**config.mk**
```make
export PLATFORM = sky130hd
export DESIGN_NAME = clu_luhn_tail
export DESIGN_NICKNAME = d
export VERILOG_FILES = /design/src/rtl/core/clu_pkg.sv /design/src/rtl/core/clu_luhn_tail.sv
export SDC_FILE = /design/constraint.sdc
export NUM_CORES = 1
export LEC_CHECK = 0
export ABC_AREA = 0
export ABC_CLOCK_PERIOD_IN_PS = 5300
export BUFFER_PORTS_ARGS = -buffer_cell sky130_fd_sc_hd__buf_2
export CORE_AREA = 3 3 111 86
export DETAILED_ROUTE_END_ITERATION = 16
export DIE_AREA = 0 0 114 89
export PLACE_DENSITY = 0.79
export SLEW_MARGIN = 40
export SYNTH_ARGS = -nofsm -noshare
export SYNTH_HDL_FRONTEND = slang
export SYNTH_SLANG_ARGS = --single-unit
```
**constraint.sdc**
```tcl
create_clock -name clk -period 5.3 [get_ports clk]
set_input_delay 0.795 -clock clk [delete_from_list [all_inputs] [get_ports clk]]
set_output_delay 0.795 -clock clk [all_outputs]
set_load 0.02 [all_outputs]
```
**src/rtl/core/clu_pkg.sv**
```systemverilog
`timescale 1ns / 1ps
// ----------------------------------------------------------------------------
// clu_pkg: shared types and helpers for the card number Luhn classifier
// Widths of the binary and BCD words, the pipeline beat structures, the card
// type codes and the small digit functions used by the tail stages.
// ----------------------------------------------------------------------------
package clu_pkg;

	localparam int CardNumW  = 54;
	localparam int NumDigits = 17;
	localparam int BcdW      = 4 * NumDigits;

	typedef enum logic [1:0] {
		CT_NONE    = 2'd0,
		CT_LEAD4   = 2'd1,
		CT_LEAD3X  = 2'd2,
		CT_LEAD5X  = 2'd3
	} card_type_t;

	// One beat travelling down the conversion chain
	typedef struct packed {
		logic                vld;
		logic [BcdW-1:0]     bcd;
		logic [CardNumW-1:0] bin;
	} dd_beat_t;

	// One finished result leaving the tail
	typedef struct packed {
		logic       vld;
		card_type_t ctype;
		logic       ok;
	} res_beat_t;

	// Luhn contribution of one decimal digit; doubled digits fold above nine
	function automatic logic [3:0] luhn_digit(input logic [3:0] d, input logic dbl);
		logic [4:0] t;
		logic [3:0] r;
		t = {d, 1'b0};
		if (!dbl) begin
			r = d;
		end else if (t > 5'd9) begin
			r = 4'(t - 5'd9);
		end else begin
			r = t[3:0];
		end
		return r;
	endfunction

	// True when a digit sum (at most 153) is a multiple of ten
	function automatic logic is_mult10(input logic [7:0] s);
		logic hit;
		hit = 1'b0;
		for (int k = 0; k < 16; k++) begin
			if (s == 8'(10 * k)) begin
				hit = 1'b1;
			end
		end
		return hit;
	endfunction

endpackage

```
**src/rtl/core/clu_luhn_tail.sv**
```systemverilog
`timescale 1ns / 1ps
// ----------------------------------------------------------------------------
// clu_luhn_tail: Luhn sum and length/prefix classification
// Stage one maps the digits and forms group sums and the class candidate;
// stage two closes the sum, checks it mod ten and gates the class.
// ----------------------------------------------------------------------------
module clu_luhn_tail (
	input  logic               clk,
	input  logic               arst_n,
	input  logic               en,
	input  logic               vld,
	input  logic [clu_pkg::BcdW-1:0] bcd,
	output clu_pkg::res_beat_t res
);
	import clu_pkg::*;

	localparam int NumGroups = 5;

	logic [3:0] dig [NumDigits];
	logic [3:0] mapd [NumDigits];
	logic [5:0] gsum [NumGroups];
	card_type_t cls;
	logic       z16;
	logic       len13;
	logic       len15;
	logic       len16;

	logic       vld_s1;
	logic [5:0] gsum_s1 [NumGroups];
	card_type_t cls_s1;

	logic [7:0] total;
	logic       vld_s2;
	logic       ok_s2;
	card_type_t ctype_s2;

	always_comb begin
		for (int i = 0; i < NumDigits; i++) begin
			dig[i]  = bcd[4*i +: 4];
			mapd[i] = luhn_digit(dig[i], i[0]);
		end
		for (int g = 0; g < NumGroups - 1; g++) begin
			gsum[g] = 6'(mapd[4*g]) + 6'(mapd[4*g+1]) + 6'(mapd[4*g+2]) + 6'(mapd[4*g+3]);
		end
		gsum[NumGroups-1] = 6'(mapd[NumDigits-1]);
	end

	// digit count from the highest non-zero digit
	always_comb begin
		z16   = (dig[16] == 4'd0);
		len16 = z16 && (dig[15] != 4'd0);
		len15 = z16 && (dig[15] == 4'd0) && (dig[14] != 4'd0);
		len13 = z16 && (dig[15] == 4'd0) && (dig[14] == 4'd0) && (dig[13] == 4'd0)
			&& (dig[12] != 4'd0);
		priority if (len13 && (dig[12] == 4'd4)) begin
			cls = CT_LEAD4;
		end else if (len15 && (dig[14] == 4'd3) && ((dig[13] == 4'd4) || (dig[13] == 4'd7))) begin
			cls = CT_LEAD3X;
		end else if (len16 && (dig[15] == 4'd5) && (dig[14] >= 4'd1) && (dig[14] <= 4'd5)) begin
			cls = CT_LEAD5X;
		end else if (len16 && (dig[15] == 4'd4)) begin
			cls = CT_LEAD4;
		end else begin
			cls = CT_NONE;
		end
	end

	always_comb begin
		total = '0;
		for (int g = 0; g < NumGroups; g++) begin
			total = total + 8'(gsum_s1[g]);
		end
	end

	always_ff @(posedge clk or negedge arst_n) begin
		if (!arst_n) begin
			vld_s1 <= 1'b0;
			vld_s2 <= 1'b0;
		end else if (en) begin
			vld_s1 <= vld;
			vld_s2 <= vld_s1;
		end
	end

	always_ff @(posedge clk) begin
		if (en) begin
			gsum_s1  <= gsum;
			cls_s1   <= cls;
			ok_s2    <= is_mult10(total);
			ctype_s2 <= is_mult10(total) ? cls_s1 : CT_NONE;
		end
	end

	assign res = '{vld: vld_s2, ctype: ctype_s2, ok: ok_s2};

endmodule

```
Word level (Yosys, flattened, before mapping)
Cells that the tools add are included.
{ "word_totals": {"register_bits": 35, "inputBits": 72, "out_inout_bits": 4, "elab_cells": 115} }
{ "classes": {"n_addsub": 24, "order_cmp": 10, "eq_ne": 21, "n_mux": 28, "n_reduce_logical": 22} }
{ "op_table": {"columns": ["cell", "count"], "rows": [
  ["$eq 8x7->1 const B", 6],
  ["$gt 5x4->1 const B", 8],
  ["$mux 4", 8],
  ["$sub 4x4->4 const B", 8],
  ["$add 5x4->6", 4],
  ["$add 6x4->6", 4],
  ["$eq 8x6->1 const B", 3],
  ["$eq 8x8->1 const B", 3],
  ["$add 4x4->5", 4],
  ["$eq 4x3->1 const B", 5],
  ["$mux 1", 18],
  ["$eq 8x5->1 const B", 2],
  ["$logic_not 4->1", 4],
  ["$logic_and 1x1->1", 13],
  ["$reduce_bool 4->1", 3],
  ["$add 7x6->8", 1],
  ["$add 8x4->8", 1],
  ["$add 8x6->8", 1],
  ["$eq 8x4->1 const B", 1],
  ["$logic_not 8->1", 1],
  ["$add 6x6->7", 1],
  ["$eq 4x2->1 const B", 1],
  ["$ge 4x1->1 const B", 1],
  ["$le 4x3->1 const B", 1],
  ["other kinds (2)", 3]
]} }

Logic depth before layout (Yosys ltp)
Gate-level depths: netlist of run 1.
{ "depth": {"depth_word": 22, "ltp_mapped": 14, "depth_no_buf": 14} }

Worst setup path before layout of run 1
No wires, ideal clock.
{ "synth_path": {"path_kind": "reg2reg", "start": "register gsum_s1[1] (netlist name)", "end": "register ctype_s2[0], data pin", "setup_ns": 0.267, "arrival_ns": 3.671, "required_ns": 5.033, "slack_ns": 1.362, "stages_incl_launch_ff": 14, "n_path_buf": 0, "synth_period_minus_slack_ns": 3.938, "path_cell_list": "edfxtp_1 > fa_1 > fa_1 > fa_1 > ha_1 > inv_1 > fa_1 > nand2b_1 > a2111oi_2 > a311oi_2 > o21ai_2 > a21oi_2 > a311oi_2 > o22ai_1"} }
{ "synth_between": {"elab_chain_cells": 19, "word_cells_on_any_way": 34, "classes_between": "1 x add/sub; 15 x eq/ne; 17 x mux; 1 x reduce/logical"} }
{ "synth_lines": {"columns": ["item", "line_no", "source"], "rows": [
  ["start, declared", "clu_luhn_tail.sv:29", "logic [5:0] gsum_s1 [NumGroups];"],
  ["start signal, assigned", "clu_luhn_tail.sv:87", "gsum_s1 <= gsum;"],
  ["$add 8x4->8 (*)", "clu_luhn_tail.sv:71", "total = total + 8'(gsum_s1[g]);"],
  ["$logic_not 8->1", "clu_pkg.sv:54", "if (s == 8'(10 * k)) begin"],
  ["$mux 1 (9 in series)", "clu_pkg.sv:54", null],
  ["$mux 1 (4 in series)", null, null],
  ["$mux 1 (2 in series)", "clu_pkg.sv:54", null],
  ["$mux 1 (*)", "clu_pkg.sv:54", null],
  ["$mux 1 (*)", "clu_luhn_tail.sv:86", "if (en) begin"],
  ["end signal, assigned", "clu_luhn_tail.sv:90", "ctype_s2 <= is_mult10(total) ? cls_s1 : CT_NONE;"],
  ["end, declared", "clu_luhn_tail.sv:35", "card_type_t ctype_s2;"]
]} }
Every way passes the cells marked *; elsewhere a longest branch is shown, timed or not. The select of a mux whose other input is x is not followed.
A chain may end at the register's enable or synchronous reset.

Worst setup path in the final report of run 1
Ends and elaborated chain as after synthesis.

==> results of run 1 <==
==> flip-flops by register name, summed over array words and instances (netlist names) <==
name      count
gsum_s1      28
cls_s1        2
ctype_s2      2
ok_s2         1
vld_s1        1
vld_s2        1
==> worst max-delay path, cell delays in order, from the launching register on <==
cell and delay [ns]:
edfxtp_1 0.39, fa_1 0.59, fa_1 0.45, fa_1 0.54
ha_1 0.17, inv_1 0.06, fa_1 0.42, nand2b_1 0.22
a21o_1 0.18, a311oi_2 0.42, nor3b_1 0.12, a311oi_2 0.30
o22ai_1 0.15
==> worst max path at each step <==
stage	startpoint	end	slack (ns)	depth (start not counted)
final	gsum_s1[1]$_DFFE_PP_	ctype_s2[0]$_SDFFCE_PN0P_	1.02	12
after global routing	gsum_s1[1]$_DFFE_PP_	ctype_s2[1]$_SDFFCE_PN0P_	0.86	12
after CTS	gsum_s1[1]$_DFFE_PP_	ctype_s2[0]$_SDFFCE_PN0P_	1.02	11
after detailed placement	gsum_s1[1]$_DFFE_PP_	ok_s2$_DFFE_PP_	1.03	11
after global placement	gsum_s1[1]$_DFFE_PP_	ok_s2$_DFFE_PP_	1.23	12
after floorplan	gsum_s1[1]$_DFFE_PP_	ctype_s2[0]$_SDFFCE_PN0P_	1.36	13
==> per-layer routing <==
layer	vias up	part of all wire [%]	GRT usage, %
met5	-	0	0
met4	0	0.49	3.67
met3	6	2.8	1.56
met2	43	53	30.2
met1	1410	44	19.7
li1	1438	-	-
==> metrics by stage <==
stage	util (%)	setup slack, ns
after floorplan	-	1.36
after global placement	53.7	1.23
after detailed placement	53.7	1.03
after CTS	55.6	1.02
after global routing	55.6	0.862
final	55.6	1.02
==> final cells by class <==
| type | instances | area (µm²) |
|---|---|---|
| Clock buffer | 5 | 125 |
| Inverter | 110 | 413 |
| Fill cell | 754 | 3770 |
| Tap cell | 108 | 135 |
| Timing Repair Buffer | 75 | 375 |
| Sequential cell | 35 | 1040 |
| Clock inverter | 2 | 37.5 |
| Multi-Input combinational cell | 254 | 2590 |
==> cells in the final DEF, fill, tap and decap left out, drive strengths merged, types with 3 or more instances in the layout <==
cell type  count
buf           75
nand2         29
nor2          15
o21ai         10
a21o           7
mux2           4
xor2           3
nor2b          4
inv          110
o22ai          3
edfxtp        33
nand2b         8
xnor2         21
ha            43
fa            47
nor3           5
nand3          3
a211oi         3
a21oi         21
clkbuf         5
==> logic make-up after synthesis <==
kind of cell    after synthesis  synth area share, %
compound gates               55                 10.1
xor+xnor                     25                 6.06
fa+ha+maj                    90                 36.2
buf+inv                     115                 11.0
flops                        35                 25.5
mux                           5                 1.35
simple gates                 79                 9.83
==> flow_summary.yaml, run 1 <==
outcome:
  outcome: "finished clean"
run:
  cap_viol_max_count: 0
floorplan:
  fp.coreArea_mm2: 0.00849
  die_w_um: 114
  floorplan.rows: 29
  num_io_pins: 76
  design.die.area_mm2: 0.0101
  start_util_pct: 48.1
  die_h_um: 89
clocking:
  cts_sinks: 35
  clkSlewWorstSetupHoldPaths_ns: 0.05
  numCtsBuffers: 5
  cts_setup_buffers: 0
  clockBufferDepth: 2
  ctsHoldBuffers: 0
  cts_tree: "yes"
  cts.repair.resized: 0
  h-tree-depth: 2
  clock-root-buffer: "clkbuf_16"
  worst_skew_pair.late_latency_ns: 0.27
finish:
  finalNonFillerCells: 589
  final_nets: 643
  insertedDiodeCount: 0
  area_growth_pct: 15.6
  drive_gt1_share_pct: 21.2
  stdcell_area_mm2: 0.00472
worst_setup_path:
  required_ns: 5.31
  rr_endpoint: "ctype_s2[0]$_SDFFCE_PN0P_"
  r2r_slack_ns: 1.02
  worstRegToRegCells: 12
  start_kind: "register"
  critical_path_class: "register to register"
  cp_max_fo: 3
  rr_startpoint: "gsum_s1[1]$_DFFE_PP_"
  worstPathArrival_ns: 4.29
  end_kind: "register"
yosys:
  netlist_top_cells_count: "inv_1 (110), fa_1 (47), ha_1 (43)"
  yosys_warnings: 0
  synth.most_common_cell: "inv_1"
  syn_inst: 404
  synth_top_area_cell: "edfxtp_1"
  ys_seq_elements: 35
  synthTopCellsByArea: "edfxtp_1 (24%), fa_1 (23%), ha_1 (13%), inv_1 (10%), xnor2_1 (4.3%)"
  synth_area_mm2: 0.00409
  synth_edf_count: 33
  netlist.area_leader.share_pct: 24.3
  synth_ff_type: "edfxtp_1"
  ys_seq_area_share_pct: 25.5
  synthArstFlopShare_pct: 5.71
  avgSynthCellArea_um2: 10.1
  synth_fp_nets: 566
  synth_cell_types: 53
timing:
  min_period_over_period_pct: 80.7
  worstMarginPinSlew_ns: 0.787
  slew_headroom_pct: 47.5
  finalHoldWorstSlack_ns: 0.298
  slew_violations: 0
  finalSetupViolCount: 0
  finalSetupTns_ns: 0
  finalCriticalPeriod_ns: 4.28
  final.setup_skew_ns: 0.00344
  fmax_ghz: 0.234
  rsz0062_at_grt: "no"
  hold_viol: 0
global_routing:
  grt_pass1_wl_um: 13000
  antenna_found_initial: 0
  grt_pass1_vias: 3051
  grt_remaining_overflow: 0
  grtUsageTotal_pct: 15.9
  grt_max_degree: 36
route:
  ant_nets: 0
  dr_total_vias: 2897
  drtPass1Iterations: 4
  drcViolationCount: 0
  drt_iter0_drc: 123
  routed_wl_um: 7770
  viasPerCell: 4.92
  routedWlPerCell_um: 13.2
place:
  hpwl_um: 6740
  dp.cells: 582
  port_buffers: 75
  place.gp.congestion: 0.830
  placed_area_mm2: 0.00456
hold_path:
  hold_class: "primary input to asynchronous set/reset pin"
Power of run 1 is not shown: default switching activity piles up to over one toggle a cycle in this logic, so the estimate is an artifact.
==> run 2: changes to the inputs <==
--- a/config.mk
+++ b/config.mk
@@ -6,7 +6,7 @@
 export NUM_CORES = 1
 export LEC_CHECK = 0
 export ABC_AREA = 0
-export ABC_CLOCK_PERIOD_IN_PS = 5300
+export ABC_CLOCK_PERIOD_IN_PS = 4400
 export BUFFER_PORTS_ARGS = -buffer_cell sky130_fd_sc_hd__buf_2
 export CORE_AREA = 3 3 111 86
 export DETAILED_ROUTE_END_ITERATION = 16
==> constraint.sdc (replaced) <==
create_clock -name clk -period 4.4 [get_ports clk]
set_input_delay 0.66 -clock clk [delete_from_list [all_inputs] [get_ports clk]]
set_output_delay 0.66 -clock clk [all_outputs]
set_load 0.02 [all_outputs]
==> run 2 against run 1 <==
  * Cell count grew 0.17%
  * First-iteration DRC count grew 33%
  * Via count grew 1.4%
  * Global-route usage grew 0.43 points
  * Count of clock-buffer cells in the layout is the same
  * Clock skew grew 0.0010 ns
  * Wire length grew 0.59%
  * Non-clock buffer count is the same
  * Critical path type unchanged
  * Largest cell class unchanged
==> flow_summary.yaml, run 2 (synthesized netlist as in run 1, its figures left out) <==
worst_setup_path:
  critical_path_class: "register to register"
  cp_max_fo: 3
  required_ns: 4.43
  start_kind: "register"
  rr_startpoint: "gsum_s1[1]$_DFFE_PP_"
  end_kind: "register"
  worstRegToRegCells: 12
  worstPathArrival_ns: 4.22
  r2r_slack_ns: 0.21
  rr_endpoint: "ok_s2$_DFFE_PP_"
timing:
  slew_violations: 0
  worstMarginPinSlew_ns: 0.764
  final.setup_skew_ns: 0.00444
  slew_headroom_pct: 49.1
  fmax_ghz: 0.239
  min_period_over_period_pct: 95.2
  finalSetupTns_ns: 0
  finalSetupViolCount: 0
  rsz0062_at_grt: "no"
  finalCriticalPeriod_ns: 4.19
  hold_viol: 0
route:
  dr_total_vias: 2939
  ant_nets: 0
  routed_wl_um: 7810
  routedWlPerCell_um: 13.2
  drtPass1Iterations: 4
  drt_iter0_drc: 164
  drcViolationCount: 0
  viasPerCell: 4.98
clocking:
  cts_sinks: 35
  clockBufferDepth: 2
  h-tree-depth: 2
  numCtsBuffers: 5
  clkSlewWorstSetupHoldPaths_ns: 0.06
  cts_tree: "yes"
  worst_skew_pair.late_latency_ns: 0.28
  clock-root-buffer: "clkbuf_16"
finish:
  nFillCells: 737
  multi_input_area_mm2: 0.00262
  largest_register_ffs: 28
  final_nets: 643
  biggestRegsByFlops: "gsum_s1 x28, cls_s1 x2, ctype_s2 x2"
  regArea_mm2: 0.00104
  drive_gt1_share_pct: 21.6
  insertedDiodeCount: 0
  area_growth_pct: 16.5
  final_common_cell: "inv_1"
  final_cell_mix: "inv_1 (110), buf_2 (75), fa_1 (46)"
  largest-register: "gsum_s1"
floorplan:
  start_util_pct: 48.1
  die_h_um: 89
  floorplan.rows: 29
  num_io_pins: 76
  fp.coreArea_mm2: 0.00849
  die_w_um: 114
  design.die.area_mm2: 0.0101
place:
  hpwl_um: 6510
  port_buffers: 75
  place.gp.congestion: 0.895
global_routing:
  grt_max_degree: 36
  grt_pass1_vias: 2951
  antenna_found_initial: 0
  grtUsageTotal_pct: 16.3
  grt_pass1_wl_um: 13100
  grt_remaining_overflow: 0
hold_path:
  hold_class: "primary input to asynchronous set/reset pin"
run:
  cap_viol_max_count: 0
outcome:
  outcome: "finished clean"
## run 2: critical path, stage by stage, from the launching register on
cell	delay, ns
edfxtp_1	0.41
fa_1	0.59
fa_1	0.45
fa_1	0.52
ha_1	0.17
inv_1	0.07
fa_2	0.38
nand2b_1	0.23
a21o_1	0.22
a311oi_4	0.35
nor3b_1	0.13
a311oi_2	0.28
o22ai_1	0.14
## run 2: layout make-up
class,count,area share (%)
multi-input cells,254,55.1
flip-flops and latches,35,21.9
inverters,110,8.68
repair buffers,75,7.89
well taps,108,2.84
clock buffers,5,2.63
clock inverters,3,0.999
## run 2: repair_timing
item                                    in CTS  in global routing
buffers inserted                             0                  0
gates resized for setup                      0                  3
endpoints found under the setup margin       0                  3
hold buffers                                 0                  0
## run 2: how the worst max path moves through the flow
stage,from,endpoint,slack (ns)
2_1_floorplan,gsum_s1[1]$_DFFE_PP_,ctype_s2[0]$_SDFFCE_PN0P_,0.46
3_3_place_gp,gsum_s1[1]$_DFFE_PP_,ok_s2$_DFFE_PP_,0.35
3_5_place_dp,gsum_s1[1]$_DFFE_PP_,ok_s2$_DFFE_PP_,0.14
4_1_cts,gsum_s1[1]$_DFFE_PP_,ok_s2$_DFFE_PP_,0.12
5_1_grt,gsum_s1[1]$_DFFE_PP_,ctype_s2[0]$_SDFFCE_PN0P_,0.02
6_report,gsum_s1[1]$_DFFE_PP_,ok_s2$_DFFE_PP_,0.21
## run 2: metrics by stage
step | setup slack [ns] | utilization, % | hold WS (ns) | cells | area, µm²
after floorplan | 0.462 | - | 0.364 | 404 | 4090
after global placement | 0.354 | 53.7 | 0.444 | 582 | 4560
after detailed placement | 0.143 | 53.7 | 0.449 | 582 | 4560
after CTS | 0.123 | 55.7 | 0.150 | 590 | 4730
after global routing | 0.0182 | 56.0 | 0.146 | 590 | 4760
final | 0.209 | 56.0 | 0.152 | 590 | 4760
## run 2: routing by layer
metal  vias up  GRT usage [%]  part of all wire (%)
met5         -              0                     0
met4         0           5.07                   2.3
met3        14           2.64                   3.7
met2        68           30.0                    52
met1      1417           19.9                    42
li1       1440              -                     -
Power of run 2 is left out for the same reason.
