## config.mk

```make
export PLATFORM = sky130hd
export DESIGN_NAME = clu_dd_cell
export DESIGN_NICKNAME = d
export VERILOG_FILES = /design/src/rtl/core/clu_pkg.sv /design/src/rtl/core/clu_dd_cell.sv
export SDC_FILE = /design/constraint.sdc
export NUM_CORES = 1
export LEC_CHECK = 0
export BUFFER_PORTS_ARGS = -buffer_cell sky130_fd_sc_hd__buf_4
export CAP_MARGIN = 15
export CORE_MARGIN = 8
export CORE_UTILIZATION = 30
export DETAILED_ROUTE_END_ITERATION = 16
export GPL_ROUTABILITY_DRIVEN = 0
export GPL_TIMING_DRIVEN = 0
export PLACE_DENSITY = 0.59
export SYNTH_ARGS = -nofsm -noshare
export SYNTH_HDL_FRONTEND = slang
export SYNTH_SLANG_ARGS = --single-unit
export TNS_END_PERCENT = 50
```

## constraint.sdc

```tcl
create_clock -name clk -period 1 [get_ports clk]
set_input_delay 0.05 -clock clk [delete_from_list [all_inputs] [get_ports clk]]
set_output_delay 0.05 -clock clk [all_outputs]
set_load 0.1 [all_outputs]
```

## src/rtl/core/clu_pkg.sv

```systemverilog
`timescale 1ns / 1ps
// ----------------------------------------------------------------------------
// clu_pkg: shared types and helpers for the card number Luhn classifier
// Widths of the binary and BCD words, the pipeline beat structures, the card
// type codes and the small digit functions used by the tail stages.
// ----------------------------------------------------------------------------
package clu_pkg;

	localparam int CardNumW  = 54;
	localparam int NumDigits = 17;
	localparam int BcdW      = 4 * NumDigits;

	typedef enum logic [1:0] {
		CT_NONE    = 2'd0,
		CT_LEAD4   = 2'd1,
		CT_LEAD3X  = 2'd2,
		CT_LEAD5X  = 2'd3
	} card_type_t;

	// One beat travelling down the conversion chain
	typedef struct packed {
		logic                vld;
		logic [BcdW-1:0]     bcd;
		logic [CardNumW-1:0] bin;
	} dd_beat_t;

	// One finished result leaving the tail
	typedef struct packed {
		logic       vld;
		card_type_t ctype;
		logic       ok;
	} res_beat_t;

	// Luhn contribution of one decimal digit; doubled digits fold above nine
	function automatic logic [3:0] luhn_digit(input logic [3:0] d, input logic dbl);
		logic [4:0] t;
		logic [3:0] r;
		t = {d, 1'b0};
		if (!dbl) begin
			r = d;
		end else if (t > 5'd9) begin
			r = 4'(t - 5'd9);
		end else begin
			r = t[3:0];
		end
		return r;
	endfunction

	// True when a digit sum (at most 153) is a multiple of ten
	function automatic logic is_mult10(input logic [7:0] s);
		logic hit;
		hit = 1'b0;
		for (int k = 0; k < 16; k++) begin
			if (s == 8'(10 * k)) begin
				hit = 1'b1;
			end
		end
		return hit;
	endfunction

endpackage

```

## src/rtl/core/clu_dd_cell.sv

```systemverilog
`timescale 1ns / 1ps
// ----------------------------------------------------------------------------
// clu_dd_cell: one shift-and-add-3 cell of the binary to BCD chain
// Corrects every BCD digit of five or more by three, then shifts the top bit
// of the remaining binary word into the BCD word. Registered output.
// ----------------------------------------------------------------------------
module clu_dd_cell (
	input  logic              clk,
	input  logic              arst_n,
	input  logic              en,
	input  clu_pkg::dd_beat_t in_beat,
	output clu_pkg::dd_beat_t out_beat
);
	import clu_pkg::*;

	logic [BcdW-1:0]     adj;
	logic [BcdW-1:0]     bcd_q;
	logic [CardNumW-1:0] bin_q;
	logic                vld_q;

	always_comb begin
		adj = in_beat.bcd;
		for (int i = 0; i < NumDigits; i++) begin
			if (in_beat.bcd[4*i +: 4] >= 4'd5) begin
				adj[4*i +: 4] = in_beat.bcd[4*i +: 4] + 4'd3;
			end
		end
	end

	always_ff @(posedge clk or negedge arst_n) begin
		if (!arst_n) begin
			vld_q <= 1'b0;
		end else if (en) begin
			vld_q <= in_beat.vld;
		end
	end

	// the top BCD bit dropped here is always zero for a 54-bit input
	always_ff @(posedge clk) begin
		if (en) begin
			bcd_q <= {adj[BcdW-2:0], in_beat.bin[CardNumW-1]};
			bin_q <= {in_beat.bin[CardNumW-2:0], 1'b0};
		end
	end

	assign out_beat = '{vld: vld_q, bcd: bcd_q, bin: bin_q};

endmodule

```

* After elaboration in Yosys (flattened, before gate mapping)
Index checks and enable logic that the tools add are counted.
Widths: inputs -> output; s select.
** Operators by class
- Add/subtract/negate cells :: 17
- $lt $le $gt $ge :: 17
- Mux-type cells :: 17
** Operators with widths (number)
- $ge 4x3->1 const B :: 17
- $add 4x2->4 const B :: 16
- $mux 4 :: 16
- $add 3x2->3 const B :: 1
- $mux 3 :: 1
** Word-level totals
- Register bits after elaboration :: 122
- Input bits :: 126
- Output and inout bits :: 123
- Logic and storage cells :: 54

* Logic depth before layout (Yosys ltp)
Gate-level depths: netlist of the first run.
- Word-level depth :: 2
- Mapped depth :: 5
- Mapped depth without buffers :: 5

* Worst setup path before layout of the first run
OpenSTA, ideal clock, no wires.
- Path type :: reg-to-output
- Start point :: register bcd_q[46]
- End point :: output port out_beat[100] (netlist bit)
- Data arrival time :: 0.904 ns
- Required time :: 0.950 ns
- Setup slack :: 0.046 ns
- Stages on the path, launching flop included :: 1
- Path buffers :: 0
- Cells stage by stage :: edfxtp_1
** RTL lines
- start, declared :: RTL line clu_dd_cell.sv:17 : logic [BcdW-1:0] bcd_q;
- start signal, assigned :: RTL line clu_dd_cell.sv:41 : bcd_q <= {adj[BcdW-2:0], in_beat.bin[CardNumW-1]};
- end, declared :: RTL line clu_dd_cell.sv:12 : output clu_pkg::dd_beat_t out_beat
No word-level cell between the ends.

* Worst setup path in the final report of the first run
- Start point :: register bin_q[13]
- End point :: output port out_beat[13] (netlist bit)
** RTL lines
- start, declared :: RTL line clu_dd_cell.sv:18 : logic [CardNumW-1:0] bin_q;
- start signal, assigned :: RTL line clu_dd_cell.sv:42 : bin_q <= {in_beat.bin[CardNumW-2:0], 1'b0};
No word-level cell between the ends.

==> flow_summary.json, run 1 <==
{
  "setup_slack_ns": -0.0814,
  "dp_slack_ns": -0.190,
  "antenna_found_initial": 0,
  "cts_buffer_depth": 2,
  "cp.arrival_ns": 1.03,
  "fin_tns_setup_ns": -4.91,
  "antenna_cells": 0,
  "root_buffer": "clkbuf_16",
  "clock_latency_ns": 0.40,
  "cts.clk_slew.worst_paths_ns": 0.06,
  "critPathBufInv": 1,
  "row_count": 49,
  "h-tree-depth": 4,
  "ant_nets": 0,
  "cp.depth": 1,
  "cpMaxStageDelayCell": "edfxtp_1",
  "core_sq_mm": 0.0178,
  "place.port_buffers": 247,
  "crit_end": "out_beat[13]",
  "grt_max_degree": 93,
  "r2r_start": "vld_q",
  "synthDistinctLibCells": 15,
  "viasPerCell": 4.31,
  "clock_sinks": 122,
  "synth.top_cells.by_count": "edfxtp_1, nand2_1, ha_1, inv_1, nand2b_1",
  "fin_worst_skew_ns": 0,
  "area_growth_pct": 79.8,
  "drive_gt1_share_pct": 37.7,
  "placed_area_sq_mm": 0.00756,
  "rsz0062_at_grt": "yes",
  "grt_overflow_total": 0,
  "wl_per_cell_um": 15.5,
  "path_cells": "buf_6",
  "synth_edf_count": 121,
  "crit_path_max_incr_delay_ns": 0.41,
  "cts_setup_buffers": 0,
  "max_cap_viol_count": 0,
  "synth_top_cell_by_area": "edfxtp_1",
  "reg2reg_slack_ns": 0.20,
  "path_class": "reg -> out",
  "die_x_um": 150,
  "period_minus_slack_ns": 1.08,
  "layout.nets": 929,
  "p_leak_nw": 4.21,
  "cts_made_buffers": 17,
  "yosys_most_used_dff": "edfxtp_1",
  "maxSlewViolCount": 0,
  "outcome": "finished with violations",
  "drc": 0,
  "rr_worst_depth": 1,
  "p_per_area_mw_per_mm2": 1890,
  "irDropWorstVdd_mv": 1.09,
  "synth_top_area_share_pct": 67.4,
  "yosysMostFrequentCell": "edfxtp_1",
  "netlist_instances": 394,
  "die-area_sq_mm": 0.0225,
  "synth-seq-cells": 122,
  "cts_tree": "yes",
  "violations": "setup timing",
  "start_util_pct": 30.3,
  "dp_hpwl_mm": 11.4,
  "cp.required_ns": 0.95,
  "r2r_end": "vld_q",
  "min_path_type": "in -> reg",
  "syn_avg_cell_area_sq_um": 13.7,
  "synthArstFlopShare_pct": 0.820,
  "n_fill_cell": 1451,
  "syn_area_sq_mm": 0.00539,
  "die_y_um": 150,
  "fin_crit_sh_pct": 108,
  "fmax_mhz": 925,
  "worst-path-max-fanout": 1,
  "start_kind": "flop",
  "routed-via-count": 4356,
  "yosysWarnings": 0,
  "route.final.wire_length_mm": 15.7,
  "syn_nets": 554,
  "first_pass_iters": 4,
  "io_pins": 249,
  "grt_usage_pct": 13.6,
  "endpoint_kind": "output port",
  "grt_pass1_vias": 4783,
  "fin_area_sq_mm": 0.00969,
  "setup_viol": 122,
  "finalPower_mw": 18.3,
  "grt_pass1_wl_mm": 23.8,
  "synth-seq-area-share_pct": 67.9,
  "synth_area_leaders": "edfxtp_1, ha_1, nand2_1",
  "startpoint": "bin_q[13]",
  "cp_top_family": "flip-flops",
  "drt-initial-drc-count": 174,
  "hold_viol_final": 0,
  "final_util_pct": 54.5
}
-- kinds of logic (layout without fill, tap and decap cells) --
logic type,after synthesis,in the layout,synth area share [%]
compound gates,49,49,5.73
xor+xnor,17,17,2.76
fa+ha+maj,34,34,7.89
buf+inv,36,424,2.65
flops,122,122,67.9
mux,18,18,3.36
other cells,1,1,0.0696
simple gates,117,117,9.68
-- per-stage QoR --
| step | hold slack (ns) | cells |
|---|---|---|
| after floorplan | -0.246 | 394 |
| after global placement | -0.173 | 870 |
| after detailed placement | -0.173 | 871 |
| after CTS | 0.00826 | 1011 |
| after global routing | 0.0217 | 1011 |
| final | 0.0236 | 1011 |
-- metal layers --
layer,vias to the layer above,part of all wire [%],track usage (%)
li1,2122,-,-
met1,2056,36,13.5
met2,158,53,24.9
met3,20,8.9,5.59
met4,0,2.1,5.30
met5,-,0,0
-- state kept, by name (all words and copies together), names as in the netlist --
register	flops
bin_q	53
vld_q	1
bcd_q	68
-- worst min path at each step --
stage / start / to / depth (start not counted) / slack (ns)
2_1_floorplan: arst_n / vld_q / 0 / -0.25
3_3_place_gp: arst_n / vld_q / 1 / -0.17
3_5_place_dp: arst_n / vld_q / 1 / -0.17
4_1_cts: in_beat[63] / bcd_q[10] / 3 / 0.008
5_1_grt: en / bcd_q[50] / 1 / 0.02
6_report: in_beat[63] / bcd_q[10] / 3 / 0.02
-- what timing repair did --
action,in CTS,in global routing
gates resized for setup,124,5
setup endpoints to repair,122,122
endpoints found under the hold margin,107,0
hold buffers,109,0
-- power by group --
part | internal (mW) | total, mW | leakage (nW) | switching (mW)
sequential | 6.21 | 6.43 | 1.19 | 0.228
combinational | 1.76 | 6.04 | 2.74 | 4.28
clock | 3.64 | 5.85 | 0.272 | 2.21
total | 11.6 | 18.3 | 4.21 | 6.72
-- placed cells by master, fill, tap and decap left out, drive strengths merged --
| cell type | n |
|---|---|
| xnor2 | 17 |
| buf | 249 |
| o21ai | 32 |
| clkbuf | 19 |
| a21oi | 17 |
| inv | 34 |
| nand2b | 33 |
| dfrtp | 1 |
| mux2i | 17 |
| mux2 | 1 |
| nor2 | 17 |
| ha | 34 |
| nand2 | 67 |
| conb | 1 |
| edfxtp | 121 |
| bufinv | 2 |
| dlygate4sd3 | 109 |
| clkinv | 9 |
| clkinvlp | 2 |
-- layout make-up --
type | instances | area, sq um | area share, %
flip-flops and latches | 122 | 3660 | 37.7
clock buffers | 19 | 433 | 4.47
multi-input cells | 236 | 1590 | 16.4
well taps | 229 | 287 | 2.96
repair buffers | 357 | 3460 | 35.7
inverters | 34 | 128 | 1.32
clock inverters | 13 | 129 | 1.33
plain buffers | 1 | 7.51 | 0.0774
Note: power is estimated with default switching activity, not from simulation.
==> inputs of run 2 (changes only) <==
--- a/config.mk
+++ b/config.mk
@@ -7,7 +7,6 @@
 export LEC_CHECK = 0
 export BUFFER_PORTS_ARGS = -buffer_cell sky130_fd_sc_hd__buf_4
 export CAP_MARGIN = 15
-export CORE_MARGIN = 8
 export CORE_UTILIZATION = 30
 export DETAILED_ROUTE_END_ITERATION = 16
 export GPL_ROUTABILITY_DRIVEN = 0
==> constraint.sdc (replaced) <==
create_clock -name clk -period 1.1 [get_ports clk]
set_input_delay 0.22 -clock clk [delete_from_list [all_inputs] [get_ports clk]]
set_output_delay 0.22 -clock clk [all_outputs]
set_load 0.1 [all_outputs]
==> run 2 against run 1 <==
Net effect: the run still ends with setup timing left; global-route usage barely moved; clock power fell by 9.4%; sequential share of layout area rose by 2.2 points; clock skew did not move; total power fell by 10%; non-clock buffer count fell by 53; setup slack got worse by 0.12 ns; critical path depth rose by 1; largest power group unchanged.
==> flow_summary.json, run 2 (synthesized netlist as in run 1, its figures left out) <==
{
  "worst-path-max-fanout": 2,
  "route.final.wire_length_mm": 12.5,
  "viasPerCell": 4.29,
  "row_count": 48,
  "grt_pass1_vias": 4168,
  "cts_made_buffers": 17,
  "min_path_type": "in -> reg",
  "regMostFlops": "bcd_q",
  "io_pins": 249,
  "dp_slack_ns": -0.478,
  "antenna_cells": 0,
  "drive_gt1_share_pct": 41.1,
  "largest_reg_flops": 68,
  "drc": 0,
  "root_buffer": "clkbuf_16",
  "p_leak_nw": 3.98,
  "setup_slack_ns": -0.199,
  "drt-initial-drc-count": 127,
  "cts_buffer_depth": 2,
  "h-tree-depth": 4,
  "area_growth_pct": 69.8,
  "largestRegisters": "bcd_q: 68 flops, bin_q: 53 flops, vld_q: 1 flops",
  "routed-via-count": 4090,
  "place.port_buffers": 247,
  "violations": "setup timing",
  "hold_slack_ns": 0.0407,
  "final_util_pct": 52.6,
  "grt_max_degree": 69,
  "start_kind": "flop",
  "p_sw_mw": 6.02,
  "fin_area_sq_mm": 0.00915,
  "grtUsageMet2_pct": 23.5,
  "cts.clk_slew.worst_paths_ns": 0.05,
  "p_sw_share_pct": 36.7,
  "grt_pass1_wl_mm": 19.2,
  "use_met3_pct": 6.71,
  "layout.nets": 876,
  "pwr-share-comb_pct": 32.2,
  "layout_common_cells": "buf_4, edfxtp_1, buf_6",
  "cp.required_ns": 0.88,
  "internal_power_mw": 10.4,
  "die_x_um": 136,
  "wl_per_cell_um": 13.1,
  "grt_util_met1_pct": 14.2,
  "start_util_pct": 31.0,
  "first_pass_iters": 5,
  "dp_hpwl_mm": 9.11,
  "die-area_sq_mm": 0.0185,
  "irDropWorstVdd_mv": 1.03,
  "path_class": "reg -> out",
  "rsz0062_at_grt": "yes",
  "p_clk_share_pct": 32.3,
  "fmax_mhz": 770,
  "outcome": "finished with violations",
  "antenna_found_initial": 0,
  "ant_nets": 0,
  "clock_sinks": 122,
  "grt_overflow_total": 0,
  "max_cap_viol_count": 0,
  "clock_latency_ns": 0.41,
  "maxSlewViolCount": 0,
  "cp.arrival_ns": 1.08,
  "endpoint_kind": "output port",
  "finalPower_mw": 16.4,
  "cts_tree": "yes",
  "fin_crit_sh_pct": 118,
  "setup_viol": 122,
  "placed_area_sq_mm": 0.00756,
  "final_common_cell": "buf_4",
  "period_minus_slack_ns": 1.30,
  "die_y_um": 136,
  "core_sq_mm": 0.0174,
  "grt_usage_pct": 13.7,
  "fin_worst_skew_ns": 0,
  "hold_viol_final": 0,
  "p_per_area_mw_per_mm2": 1790,
  "p_seq_share_pct": 35.6,
  "top_usage_layer": "met2"
}
## run 2: cell types whose count changed in the layout (fill, tap and decap cells not counted), sizes merged
cell         before  now
buf             249  250
dlygate4sd3     109   55
clkinvlp          2    5
clkinv            9    7
clkbuf           19   17
## run 2: metrics by stage
step,setup TNS [ns],std cells
global route,-19.19,953
floorplan,-2.91,394
finish,-13.73,953
CTS,-17.29,953
global placement,-90.27,866
detailed placement,-27.56,867
## run 2: layout make-up
class | instances | area [sq um]
multi-input combinational | 236 | 1590
buffer | 2 | 18.8
timing repair buffer | 303 | 2920
fill | 1503 | 8260
clock buffer | 17 | 425
sequential | 122 | 3660
inverter | 34 | 128
clock inverter | 14 | 133
tap | 225 | 282
## run 2: timing repair
item | CTS | global route
buffers inserted | 0 | 0
gates cloned | 0 | 0
hold buffers | 55 | 0
endpoints found under the hold margin | 55 | 0
endpoints found under the setup margin | 123 | 123
gates resized for setup | 126 | 3
## run 2: critical path, stage by stage (launching register included)
cell	delay, ns
dfrtp_1	0.39
buf_6	0.13
buf_12	0.15
## run 2: metal layers
metal  vias up  share of wire, %
met2       164                51
met3        17               9.7
met4         0               1.7
met5         -                 0
li1       2008                 -
met1      1901                37
## run 2: worst paths after layout
path / startpoint / end / slack [ns] / depth (start not counted)
worst max-delay path: vld_q / out_beat[122] / -0.20 / 2
worst min-delay path: in_beat[122] / vld_q / 0.04 / 2
worst max register to register: vld_q / vld_q / 0.34 / 1
worst min register to register: vld_q / vld_q / 0.54 / 1
max in group asynchronous: arst_n / vld_q / 0.89 / 2
min in group asynchronous: arst_n / vld_q / 0.13 / 2
## run 2: power groups by stage
stage	combinational (mW)	sequential (mW)	clock (mW)
after floorplan	0.492	8.91	0
after global placement	4.79	5.85	0
after detailed placement	4.86	5.85	0
after CTS	5.30	5.84	5.46
after global routing	5.47	5.88	5.63
final	5.28	5.84	5.30
==> inputs of run 3 (changes only) <==
--- a/config.mk
+++ b/config.mk
@@ -7,11 +7,14 @@
 export LEC_CHECK = 0
 export BUFFER_PORTS_ARGS = -buffer_cell sky130_fd_sc_hd__buf_4
 export CAP_MARGIN = 15
+export CELL_PAD_IN_SITES_DETAIL_PLACEMENT = 0
+export CELL_PAD_IN_SITES_GLOBAL_PLACEMENT = 1
+export CORE_MARGIN = 4
 export CORE_UTILIZATION = 30
 export DETAILED_ROUTE_END_ITERATION = 16
 export GPL_ROUTABILITY_DRIVEN = 0
 export GPL_TIMING_DRIVEN = 0
-export PLACE_DENSITY = 0.59
+export PLACE_DENSITY = 0.73
 export SYNTH_ARGS = -nofsm -noshare
 export SYNTH_HDL_FRONTEND = slang
 export SYNTH_SLANG_ARGS = --single-unit
==> run 3 against run 2 <==
Net effect: the flow still finishes with violations (setup timing); non-clock buffer count unchanged; global-route usage down 0.12 points; cell count up 0.10%; via count down 0.15%; first-iteration DRC count down 13%; fmax up 2.4%; clock power up 18%; largest cell class unchanged; setup slack better by 0.031 ns; design area up 1.3%; core utilization up 0.51 points; total power up 5.9%; sequential cell count unchanged.
==> flow_summary.json, run 3 (synthesized netlist as in run 1, its figures left out) <==
{
  "outcome": "finished with violations",
  "violations": "setup timing",
  "grt_pass1_wl_mm": 21.1,
  "routed-via-count": 4084,
  "setup_slack_ns": -0.168,
  "clock_latency_ns": 0.40,
  "h-tree-depth": 4,
  "io_pins": 249,
  "p_per_area_mw_per_mm2": 1880,
  "cp.required_ns": 0.88,
  "die_x_um": 142,
  "dp.cells": 867,
  "row_count": 48,
  "max_cap_viol_count": 0,
  "r2r_end": "vld_q",
  "layout.nets": 876,
  "rsz0062_at_grt": "yes",
  "p_clk_share_pct": 35.9,
  "layout_common_cells": "buf_4, edfxtp_1, buf_6",
  "p_seq_share_pct": 33.6,
  "cts_made_buffers": 17,
  "drt-initial-drc-count": 110,
  "fmax_mhz": 789,
  "cpMaxStageDelayCell": "edfxtp_1",
  "path_class": "reg -> out",
  "ant_nets": 0,
  "period_minus_slack_ns": 1.27,
  "drc": 0,
  "pwr-share-comb_pct": 30.5,
  "dp_hpwl_mm": 10.2,
  "antenna_cells": 0,
  "core_sq_mm": 0.0175,
  "clock_sinks": 122,
  "first_pass_iters": 4,
  "largestRegisters": "bcd_q: 68 flops, bin_q: 53 flops, vld_q: 1 flops",
  "fin_worst_skew_ns": 0,
  "largest_reg_flops": 68,
  "critPathBufInv": 1,
  "root_buffer": "clkbuf_16",
  "start_util_pct": 30.8,
  "maxSlewViolCount": 0,
  "holdPathStages": 2,
  "die-area_sq_mm": 0.0202,
  "p_sw_mw": 6.05,
  "internal_power_mw": 11.3,
  "crit_path_max_incr_delay_ns": 0.42,
  "cp.arrival_ns": 1.05,
  "r2r_start": "vld_q",
  "start_kind": "flop",
  "hold_viol_final": 0,
  "cts_tree": "yes",
  "grt_usage_pct": 13.6,
  "rr_worst_depth": 2,
  "cp_top_family": "flip-flops",
  "p_sw_share_pct": 34.8,
  "place.port_buffers": 247,
  "route.final.wire_length_mm": 13.6,
  "path_cells": "buf_6",
  "worst-path-max-fanout": 1,
  "setup_viol": 122,
  "final_common_cell": "buf_4",
  "antenna_found_initial": 0,
  "grt_max_degree": 77,
  "regMostFlops": "bcd_q",
  "irDropWorstVdd_mv": 1.01,
  "fin_cells": 954,
  "area_growth_pct": 72.0,
  "die_y_um": 142,
  "reg2reg_slack_ns": 0.19,
  "holdPathEnd": "vld_q",
  "grt_pass1_vias": 4198,
  "min-delay-start": "in_beat[122]",
  "viasPerCell": 4.28,
  "wl_per_cell_um": 14.3,
  "cts_buffer_depth": 2,
  "cts.clk_slew.worst_paths_ns": 0.06,
  "grt_overflow_total": 0,
  "p_leak_nw": 4.04,
  "drive_gt1_share_pct": 40.9,
  "fin_crit_sh_pct": 115,
  "min_path_type": "in -> reg",
  "endpoint_kind": "output port",
  "dp_slack_ns": -0.455
}
## run 3: changes by cell type in the layout (fill, tap and decap cells not counted)
cell / before / now
bufinv_16: 2 / 5
clkinv_4: 0 / 2
clkinvlp_4: 5 / 3
buf_4: 125 / 126
buf_8: 2 / 9
clkbuf_8: 0 / 3
buf_12: 2 / 1
clkbuf_1: 0 / 2
clkinv_2: 7 / 0
buf_6: 120 / 113
## run 3: cell type report
class | count | area [sq um]
Tap cell | 225 | 282
Inverter | 34 | 128
Sequential cell | 122 | 3660
Clock inverter | 10 | 190
Fill cell | 1491 | 8200
Timing Repair Buffer | 304 | 2940
Clock buffer | 22 | 474
Buffer | 1 | 7.51
Multi-Input combinational cell | 236 | 1590
## run 3: routing by layer
| metal | part of all wire (%) | global-route usage [%] |
|---|---|---|
| met4 | 1.5 | 5.20 |
| met2 | 51 | 23.3 |
| met5 | 0 | 0 |
| met1 | 36 | 14.5 |
| met3 | 11 | 6.35 |
## run 3: what timing repair did
item,CTS,global route
hold buffers,55,0
buffers inserted,1,0
hold endpoints to repair,55,0
setup endpoints to repair,123,122
resized for setup,125,8
## run 3: how the worst max path moves through the flow
stage	startpoint	to	slack, ns	cells after the start
floorplan	bcd_q[46]	out_beat[100]	-0.02	0
global placement	en	vld_q	-0.85	2
detailed placement	en	vld_q	-0.45	3
CTS	bin_q[30]	out_beat[30]	-0.20	1
global route	bin_q[30]	out_beat[30]	-0.22	1
finish	bin_q[30]	out_beat[30]	-0.17	1
## run 3: power by group through the flow
stage	sequential, mW	combinational [mW]	clock (mW)
after floorplan	8.91	0.492	0
after global placement	5.85	4.82	0
after detailed placement	5.85	4.88	0
after CTS	5.85	5.31	6.41
after global routing	5.89	5.51	6.65
final	5.85	5.30	6.24
## run 3: stage by stage
stage	area [sq um]	hold slack [ns]	setup TNS, ns	utilization, %	total power [mW]
2_1_floorplan	5390	-0.0756	-2.91	-	9.40
3_3_place_gp	7530	-0.00484	-90.74	43.1	10.7
3_5_place_dp	7560	-0.00353	-27.99	43.2	10.7
4_1_cts	9240	0.0389	-16.48	52.9	17.6
5_1_grt	9270	0.0375	-19.22	53.1	18.0
6_report	9270	0.0593	-13.20	53.1	17.4
## run 3: worst register-to-register path: stages, from the launching register on
cell     delay, ns
dfrtp_1       0.40
buf_4         0.14
mux2_2        0.25
